$ cat config.mk
export PLATFORM = sky130hd
export DESIGN_NAME = rc_channel_range_tracker
export DESIGN_NICKNAME = d
export VERILOG_FILES = /design/src/hdl/rcrt_pkg.sv /design/src/hdl/rcrt_lane.sv /design/src/hdl/rcrt_save_check.sv /design/src/hdl/rc_channel_range_tracker.sv
export SDC_FILE = /design/constraint.sdc
export NUM_CORES = 2
export LEC_CHECK = 0
export BUFFER_PORTS_ARGS = -buffer_cell sky130_fd_sc_hd__buf_2
export CELL_PAD_IN_SITES_DETAIL_PLACEMENT = 1
export CELL_PAD_IN_SITES_GLOBAL_PLACEMENT = 1
export CORE_ASPECT_RATIO = 1.5
export CORE_MARGIN = 3
export CORE_UTILIZATION = 30
export CTS_BUF_LIST = sky130_fd_sc_hd__clkbuf_8
export CTS_CLUSTER_DIAMETER = 120
export CTS_CLUSTER_SIZE = 20
export DETAILED_ROUTE_END_ITERATION = 8
export PLACE_DENSITY = 0.61
export RECOVER_POWER = 25
export SYNTH_ARGS = -nofsm -noshare
export SYNTH_HDL_FRONTEND = slang
export SYNTH_HIERARCHICAL = 1
export SYNTH_SLANG_ARGS = --single-unit
export TNS_END_PERCENT = 20
$ cat constraint.sdc
create_clock -name clk_i -period 18.2 [get_ports clk_i]
set_input_delay 0.91 -clock clk_i [delete_from_list [all_inputs] [get_ports clk_i]]
set_output_delay 0.91 -clock clk_i [all_outputs]
set_load 0.05 [all_outputs]
$ cat src/hdl/rcrt_pkg.sv
`default_nettype none

package rcrt_pkg;

  // number of tracked channels; the frame always carries eight pulse ports
  localparam int NumChannels = 8;
  localparam int MaxPorts    = 8;

  localparam int PulseW = 16;
  localparam int IdxW   = 3;
  localparam int CountW = 8;
  localparam int RssiW  = 9;
  localparam int TotalW = 32;
  localparam int SpanW  = 16;
  localparam int SavedW = 4;
  localparam int CfgIdxW = 2;

  localparam logic [PulseW-1:0] PulseAbsentHi = 16'hFFFF;
  localparam logic [RssiW-1:0]  RssiNone      = 9'h1FF;
  localparam logic [SpanW-1:0]  MinSpanReset  = 16'd200;
  localparam logic [SavedW-1:0] SavedReset    = 4'd6;

  // command codes
  localparam logic [1:0] CmdSample  = 2'd0;
  localparam logic [1:0] CmdCapture = 2'd1;
  localparam logic [1:0] CmdClear   = 2'd2;
  localparam logic [1:0] CmdRead    = 2'd3;

  // configuration register indexes
  localparam logic [CfgIdxW-1:0] CfgMinSpan       = 2'd0;
  localparam logic [CfgIdxW-1:0] CfgSavedChannels = 2'd1;

  typedef struct packed {
    logic [PulseW-1:0] value;
    logic [PulseW-1:0] minimum;
    logic [PulseW-1:0] maximum;
    logic [PulseW-1:0] trim;
    logic              seen;
  } chan_t;

  typedef struct packed {
    logic            save_ready;
    logic [IdxW-1:0] first_bad;
  } save_status_t;

endpackage

`default_nettype wire

$ cat src/hdl/rcrt_lane.sv
`default_nettype none

module rcrt_lane
  import rcrt_pkg::*;
(
  input  wire logic              clk_i,
  input  wire logic              rst_ni,
  input  wire logic              fire_i,
  input  wire logic [1:0]        cmd_i,
  input  wire logic [PulseW-1:0] pulse_i,
  input  wire logic              present_i,
  output chan_t                  chan_d_o,
  output logic                   updated_o,
  output logic                   captured_o
);

  chan_t chan_q;
  chan_t chan_d;
  logic  pulse_ok;

  assign pulse_ok = present_i && (pulse_i != '0) && (pulse_i != PulseAbsentHi);

  always_comb begin
    chan_d     = chan_q;
    updated_o  = 1'b0;
    captured_o = 1'b0;
    case (cmd_i)
      CmdSample: begin
        if (pulse_ok) begin
          chan_d.value = pulse_i;
          if (!chan_q.seen || pulse_i < chan_q.minimum) chan_d.minimum = pulse_i;
          if (!chan_q.seen || pulse_i > chan_q.maximum) chan_d.maximum = pulse_i;
          if (chan_q.trim == '0) chan_d.trim = pulse_i;
          chan_d.seen = 1'b1;
          updated_o   = 1'b1;
        end
      end
      CmdCapture: begin
        if (chan_q.seen && chan_q.value != '0) begin
          chan_d.trim = chan_q.value;
          captured_o  = 1'b1;
        end
      end
      CmdClear: begin
        chan_d = '0;
      end
      default: begin
        chan_d = chan_q;
      end
    endcase
  end

  assign chan_d_o = chan_d;

  always_ff @(posedge clk_i or negedge rst_ni) begin
    if (!rst_ni) begin
      chan_q <= '0;
    end else if (fire_i) begin
      chan_q <= chan_d;
    end
  end

endmodule

`default_nettype wire

$ cat src/hdl/rcrt_save_check.sv
`default_nettype none

module rcrt_save_check
  import rcrt_pkg::*;
(
  input  wire chan_t [NumChannels-1:0] chan_i,
  input  wire logic [SpanW-1:0]        min_span_i,
  input  wire logic [SavedW-1:0]       saved_channels_i,
  output save_status_t                 status_o
);

  logic [SavedW-1:0]      checked;
  logic [NumChannels-1:0] fail;

  assign checked = (saved_channels_i > SavedW'(NumChannels)) ? SavedW'(NumChannels)
                                                            : saved_channels_i;

  always_comb begin
    for (int i = 0; i < NumChannels; i++) begin
      fail[i] = (SavedW'(i) < checked) &&
                (!chan_i[i].seen ||
                 (chan_i[i].maximum < chan_i[i].minimum) ||
                 ((chan_i[i].maximum - chan_i[i].minimum) < min_span_i));
    end
  end

  // lowest failing channel wins
  always_comb begin
    status_o.save_ready = 1'b1;
    status_o.first_bad  = '0;
    for (int i = NumChannels - 1; i >= 0; i--) begin
      if (fail[i]) begin
        status_o.save_ready = 1'b0;
        status_o.first_bad  = IdxW'(i);
      end
    end
  end

endmodule

`default_nettype wire

$ cat src/hdl/rc_channel_range_tracker.sv
`default_nettype none

// channel   direction  handshake                  payload
// in        input      in_valid_i / in_ready_o    cmd, pulse_ch1..8, frame_count, frame_rssi,
//                                                 read_index
// out       output     out_valid_o / out_ready_i  frame_changed .. first_bad_channel
// cfg       input      cfg_valid_i / cfg_ready_o  cfg_index_i, cfg_data_i
//
// one beat per cycle while the output is not stalled; an accepted beat passes through the input
// register, then the channel update and save check feed the result register
// the channel stores are committed in the same edge that loads the result register
// reset clears all channel stores, the sample counter, rssi to -1, config to defaults
// a stalled output holds the input register; in_ready_o falls only when both are full
// cfg_ready_o is always high; writes are expected only while the block is idle

module rc_channel_range_tracker
  import rcrt_pkg::*;
(
  input  wire logic               clk_i,
  input  wire logic               rst_ni,
  // input beat
  input  wire logic               in_valid_i,
  output logic                    in_ready_o,
  input  wire logic [1:0]         cmd_i,
  input  wire logic [PulseW-1:0]  pulse_ch1_i,
  input  wire logic [PulseW-1:0]  pulse_ch2_i,
  input  wire logic [PulseW-1:0]  pulse_ch3_i,
  input  wire logic [PulseW-1:0]  pulse_ch4_i,
  input  wire logic [PulseW-1:0]  pulse_ch5_i,
  input  wire logic [PulseW-1:0]  pulse_ch6_i,
  input  wire logic [PulseW-1:0]  pulse_ch7_i,
  input  wire logic [PulseW-1:0]  pulse_ch8_i,
  input  wire logic [CountW-1:0]  frame_count_i,
  input  wire logic [7:0]         frame_rssi_i,
  input  wire logic [IdxW-1:0]    read_index_i,
  // result beat
  output logic                    out_valid_o,
  input  wire logic               out_ready_i,
  output logic                    frame_changed_o,
  output logic                    trim_captured_o,
  output logic [TotalW-1:0]       samples_seen_o,
  output logic signed [RssiW-1:0] last_rssi_o,
  output logic [PulseW-1:0]       sel_value_o,
  output logic [PulseW-1:0]       sel_minimum_o,
  output logic [PulseW-1:0]       sel_maximum_o,
  output logic [PulseW-1:0]       sel_trim_o,
  output logic                    sel_seen_o,
  output logic [PulseW-1:0]       sel_save_trim_o,
  output logic                    save_ready_o,
  output logic [IdxW-1:0]         first_bad_channel_o,
  // configuration writes
  input  wire logic               cfg_valid_i,
  output logic                    cfg_ready_o,
  input  wire logic [CfgIdxW-1:0] cfg_index_i,
  input  wire logic [SpanW-1:0]   cfg_data_i
);

  // ---------------------------------------------------------------------------
  // configuration registers
  // ---------------------------------------------------------------------------
  logic [SpanW-1:0]  min_span_q;
  logic [SavedW-1:0] saved_channels_q;

  assign cfg_ready_o = 1'b1;

  always_ff @(posedge clk_i or negedge rst_ni) begin
    if (!rst_ni) begin
      min_span_q       <= MinSpanReset;
      saved_channels_q <= SavedReset;
    end else if (cfg_valid_i) begin
      case (cfg_index_i)
        CfgMinSpan:       min_span_q       <= cfg_data_i;
        CfgSavedChannels: saved_channels_q <= cfg_data_i[SavedW-1:0];
        default:          ; // unknown index is dropped
      endcase
    end
  end

  // ---------------------------------------------------------------------------
  // input register
  // ---------------------------------------------------------------------------
  logic                                in_valid_q;
  logic [1:0]                          cmd_q;
  logic [MaxPorts-1:0][PulseW-1:0]     pulse_q;
  logic [CountW-1:0]                   count_q;
  logic [7:0]                          rssi_q;
  logic [IdxW-1:0]                     sel_q;
  logic [MaxPorts-1:0][PulseW-1:0]     pulse_in;
  logic                                fire;  // input register moves into result register

  assign pulse_in = {pulse_ch8_i, pulse_ch7_i, pulse_ch6_i, pulse_ch5_i,
                     pulse_ch4_i, pulse_ch3_i, pulse_ch2_i, pulse_ch1_i};

  assign fire       = in_valid_q && (!out_valid_o || out_ready_i);
  assign in_ready_o = !in_valid_q || fire;

  always_ff @(posedge clk_i or negedge rst_ni) begin
    if (!rst_ni) begin
      in_valid_q <= 1'b0;
    end else if (in_ready_o) begin
      in_valid_q <= in_valid_i;
    end
  end

  // payload needs no reset
  always_ff @(posedge clk_i) begin
    if (in_ready_o && in_valid_i) begin
      cmd_q   <= cmd_i;
      pulse_q <= pulse_in;
      count_q <= frame_count_i;
      rssi_q  <= frame_rssi_i;
      sel_q   <= read_index_i;
    end
  end

  // ---------------------------------------------------------------------------
  // channel lanes, all updated side by side
  // ---------------------------------------------------------------------------
  chan_t [NumChannels-1:0] chan_d;
  logic  [NumChannels-1:0] lane_updated;
  logic  [NumChannels-1:0] lane_captured;

  for (genvar g = 0; g < NumChannels; g++) begin : g_lane
    rcrt_lane u_lane (
      .clk_i      (clk_i),
      .rst_ni     (rst_ni),
      .fire_i     (fire),
      .cmd_i      (cmd_q),
      .pulse_i    (pulse_q[g]),
      .present_i  (count_q > CountW'(g)),  // frame count clamps at the lane count
      .chan_d_o   (chan_d[g]),
      .updated_o  (lane_updated[g]),
      .captured_o (lane_captured[g])
    );
  end

  // ---------------------------------------------------------------------------
  // shared counters
  // ---------------------------------------------------------------------------
  logic [TotalW-1:0] sample_total_q, sample_total_d;
  logic [RssiW-1:0]  stored_rssi_q, stored_rssi_d;
  logic              changed, captured;

  assign changed  = (cmd_q == CmdSample) && (|lane_updated);
  assign captured = (cmd_q == CmdCapture) && (|lane_captured);

  always_comb begin
    sample_total_d = sample_total_q;
    stored_rssi_d  = stored_rssi_q;
    if (cmd_q == CmdClear) begin
      sample_total_d = '0;
      stored_rssi_d  = RssiNone;
    end else if (changed) begin
      // saturate at all ones
      if (sample_total_q != '1) sample_total_d = sample_total_q + TotalW'(1);
      stored_rssi_d = {1'b0, rssi_q};
    end
  end

  always_ff @(posedge clk_i or negedge rst_ni) begin
    if (!rst_ni) begin
      sample_total_q <= '0;
      stored_rssi_q  <= RssiNone;
    end else if (fire) begin
      sample_total_q <= sample_total_d;
      stored_rssi_q  <= stored_rssi_d;
    end
  end

  // ---------------------------------------------------------------------------
  // selected channel and save check, on the post-command state
  // ---------------------------------------------------------------------------
  chan_t             sel_chan;
  logic              sel_ok;
  logic [PulseW:0]   mid_sum;
  logic [PulseW-1:0] save_trim;
  save_status_t      status;

  assign sel_ok   = (int'(sel_q) < NumChannels);
  assign sel_chan = sel_ok ? chan_d[sel_q] : '0;
  assign mid_sum  = {1'b0, sel_chan.minimum} + {1'b0, sel_chan.maximum};
  // trim unset: fall back to the range midpoint
  assign save_trim = (sel_chan.trim != '0) ? sel_chan.trim : mid_sum[PulseW:1];

  rcrt_save_check u_save_check (
    .chan_i           (chan_d),
    .min_span_i       (min_span_q),
    .saved_channels_i (saved_channels_q),
    .status_o         (status)
  );

  // ---------------------------------------------------------------------------
  // result register
  // ---------------------------------------------------------------------------
  always_ff @(posedge clk_i or negedge rst_ni) begin
    if (!rst_ni) begin
      out_valid_o <= 1'b0;
    end else if (fire) begin
      out_valid_o <= 1'b1;
    end else if (out_ready_i) begin
      out_valid_o <= 1'b0;
    end
  end

  always_ff @(posedge clk_i) begin
    if (fire) begin
      frame_changed_o     <= changed;
      trim_captured_o     <= captured;
      samples_seen_o      <= sample_total_d;
      last_rssi_o         <= stored_rssi_d;
      sel_value_o         <= sel_chan.value;
      sel_minimum_o       <= sel_chan.minimum;
      sel_maximum_o       <= sel_chan.maximum;
      sel_trim_o          <= sel_chan.trim;
      sel_seen_o          <= sel_chan.seen;
      sel_save_trim_o     <= save_trim;
      save_ready_o        <= status.save_ready;
      first_bad_channel_o <= status.first_bad;
    end
  end

  // ---------------------------------------------------------------------------
  // checks
  // ---------------------------------------------------------------------------
  a_total_monotonic: assert property (@(posedge clk_i) disable iff (!rst_ni)
    fire && (cmd_q != CmdClear) |=> sample_total_q >= $past(sample_total_q))
    else $error("sample counter went backwards without a clear");

  a_flags_exclusive: assert property (@(posedge clk_i) disable iff (!rst_ni)
    out_valid_o |-> !(frame_changed_o && trim_captured_o))
    else $error("frame and capture flags both set");

  a_ready_no_bad: assert property (@(posedge clk_i) disable iff (!rst_ni)
    out_valid_o && save_ready_o |-> first_bad_channel_o == '0)
    else $error("bad channel reported while save ready");

  a_stall_cause: assert property (@(posedge clk_i) disable iff (!rst_ni)
    !in_ready_o |-> in_valid_q && out_valid_o && !out_ready_i)
    else $error("input stalled without a full pipeline");

endmodule

`default_nettype wire

==> run summary <==
status -> finished with violations
failing checks -> max-capacitance violations, max-slew violations
Place WS -> 10.27 ns
first-pass GRT wire length -> 424000 µm
largest net degree at the start of global routing -> 111
Comb pwr share -> 0.629
syn avg cell area -> 9.97 µm²
endpoint type of the worst setup path -> async pin
sequential area share after synthesis -> 0.356
area share of the largest cell type after synthesis -> 0.221
Setup WS post-layout -> 8.59 ns
Final #Nets -> 7251
CTS Root Cell -> clkbuf_8
Max Clock Freq -> 0.104 GHz
vias in the first global route -> 58.1k
Syn Inst Count -> 6449
number of fill cells in the layout -> 24.2k
synth cell count leaders -> 569 x dfrtp_1, 512 x ha_1, 498 x inv_1
TritonCTS clock tree -> yes
post-route ant nets -> 0
IO Pins -> 303
Hold Vio Cnt, Final -> 0
Flop pwr share -> 0.280
post-cts sizing count -> 0
synthesized area -> 64300 µm²
met2 wire len -> 140000 µm
Clock Pin Slew Worst Setup and Hold Paths -> 0.15 ns
Max Cap Viol -> 8
clk_skew -> 0.0764 ns
PortBufs -> 301
HPWL reported at the end of detailed placement -> 232000 µm
area delta synth->final -> 8.35%
register bit count reported by yosys -> 860
WHS -> 0.182 ns
share of layout cells above drive strength 1 -> 0.141
crit share post-route -> 0.528
routed length on met1 -> 115000 µm
WL per Instance -> 31.7 µm
Placer Congestion -> 1.01
Arrival @ worst endpoint -> 10.52 ns
Top Layer Used -> met5
Finished Core Util -> 0.328
htree depth -> 2
DIE WIDTH -> 384 µm
Clock Path Buffers -> 3
Leakage -> 29.5 nW
Worst EP required -> 19.11 ns
EDFF count, synth -> 277
largest fanout on the critical path -> 79
final max-slew violation count -> 435
via count -> 57.3k
Pwr Density -> 160 nW/µm²
Net Sw Frac -> 0.506
worst slew pin tran -> 4.84 ns
sw power -> 5.63 mW
Initial Utilization -> 0.302
Setup-failing EPs final -> 0
Total Power -> 11.1 mW
CTS buffer count -> 51
VDD IR-drop max -> 0.116 mV
core area -> 213000 µm²
met3 wire length -> 16100 µm
CTS Sinks -> 860
RSZ-0062 raised after global routing -> false
die area -> 220000 µm²
Tmin final -> 9.61 ns
Die Ht -> 573 µm
total gr overflow -> 0
Top FF cell, synth -> dfrtp_1
Setup TNS -> 0 ns
post-synth net total -> 7142
Worst-Skew Late Latency -> 0.90 ns
crit path kind -> input pin to async pin
TritonRoute pass-1 iters -> 6
Syn. warnings -> 6
Total GRT Usage -> 0.263
cell taking the most area after synthesis -> dfrtp_1
Post-synth ARST share -> 0.678
worst hold path class -> input pin to flip-flop
final WL -> 299000 µm
DRC viols -> 0
Internal Power -> 5.51 mW
max_slew headroom -> -2.23
most common cell in the netlist -> dfrtp_1
ranking of synthesized cells by area -> dfrtp_1 22%, edfxtp_1 13%, ha_1 10%
power share of the clock group -> 0.092
FP Rows -> 207
Netlist cell types -> 100
initial antenna violation count -> 33
Vias/cell -> 6.08
CP Launch Type -> input pin
initial drt markers -> 4656
sequential cells by signal, indices dropped and copies added (netlist names), 16 cells and up:
signal / cells
min_span_q: 16
g_lane.u_lane/chan_q: 520
sel_minimum_o: 16
sample_total_q: 32
samples_seen_o: 32
sel_value_o: 16
sel_maximum_o: 16
sel_trim_o: 16
sel_save_trim_o: 16
pulse_q: 128
stage by stage:
step | instance area [µm²] | instances
2_1_floorplan | 64300 | 6449
3_3_place_gp | 68800 | 9325
3_5_place_dp | 68800 | 9325
4_1_cts | 69700 | 9417
5_1_grt | 69700 | 9419
6_report | 69700 | 9430
cells by family after synthesis:
kind of cell               Yosys count  synth area share
and+or+nand+nor                   1705             0.143
DFF                                860             0.356
other                                1         0.0000583
AOI/OAI and AO/OA                 1958             0.234
xor gates and xnor gates           123            0.0168
muxes                              362            0.0859
buffers and inverters              919            0.0608
adders and majority gates          521             0.102
power groups by stage:
stage | logic [mW] | registers [mW] | clock network, mW
after floorplan | 4.48 | 3.13 | 0
after global placement | 6.67 | 3.11 | 0
after detailed placement | 6.84 | 3.13 | 0
after CTS | 6.88 | 3.10 | 1.08
after global routing | 7.54 | 3.18 | 1.13
final | 7.00 | 3.11 | 1.02
cell type report:
type                            count  area, µm²  share of cell area
Multi-Input combinational cell   4670      37600               0.539
Antenna cell                       13       32.5            0.000467
Inverter                          499       1870              0.0269
Clock inverter                     38        216             0.00311
Tap cell                         2821       3530              0.0507
Timing Repair Buffer              476       2810              0.0403
Clock buffer                       53        729              0.0105
Sequential cell                   860      22900               0.329
repair_timing:
action,CTS,global route
hold buffers,1,0
buffers inserted,0,0
endpoints found under the setup margin,0,0
hold endpoints to repair,41,0
critical path, cell delays in order:
cell,delay [ns]
dlygate4sd3_1,0.52
clkbuf_1,3.28
clkbuf_1,2.98
buf_4,1.07
buf_4,0.75
buf_4,0.68
cell usage in the layout, fill, tap and decap left out, drive strengths merged, types with 46 or more instances in the layout:
master and instances:
buf 426, nor2 244, a22o 443, xnor2 77
a21oi 290, mux4 130, nand2 457, a21o 169
clkbuf 102, ha 512, edfxtp 277, nor2b 60
nand4 120, o211ai 230, dfrtp 569, nand3 73
inv 534, and2 128, nor3 53, nor3b 147
a221o 289, o21ai 227, nor4 260, mux2 218
xor2 46
metal layers:
layer | vias to the layer above | track usage
li1 | 25038 | -
met1 | 29492 | 0.310
met2 | 2097 | 0.431
met3 | 669 | 0.0367
met4 | 8 | 0.198
met5 | - | 0
worst paths after layout:
path / cells past startpoint / start / end / slack, ns
worst max-delay path: 6 / rst_ni / g_lane[4].u_lane/chan_q[26] / 8.59
worst min-delay path: 1 / pulse_ch6_i[0] / pulse_q[80] / 0.18
worst max register to register: 11 / out_valid_o / g_lane[6].u_lane/chan_q[34] / 9.74
worst min register to register: 1 / in_valid_q / out_valid_o / 0.52
max in group clk_i: 11 / out_valid_o / g_lane[6].u_lane/chan_q[34] / 9.74
min in group asynchronous: 2 / rst_ni / g_lane[6].u_lane/chan_q[49] / 2.29
No activity file was read; power rests on OpenSTA's default activity.
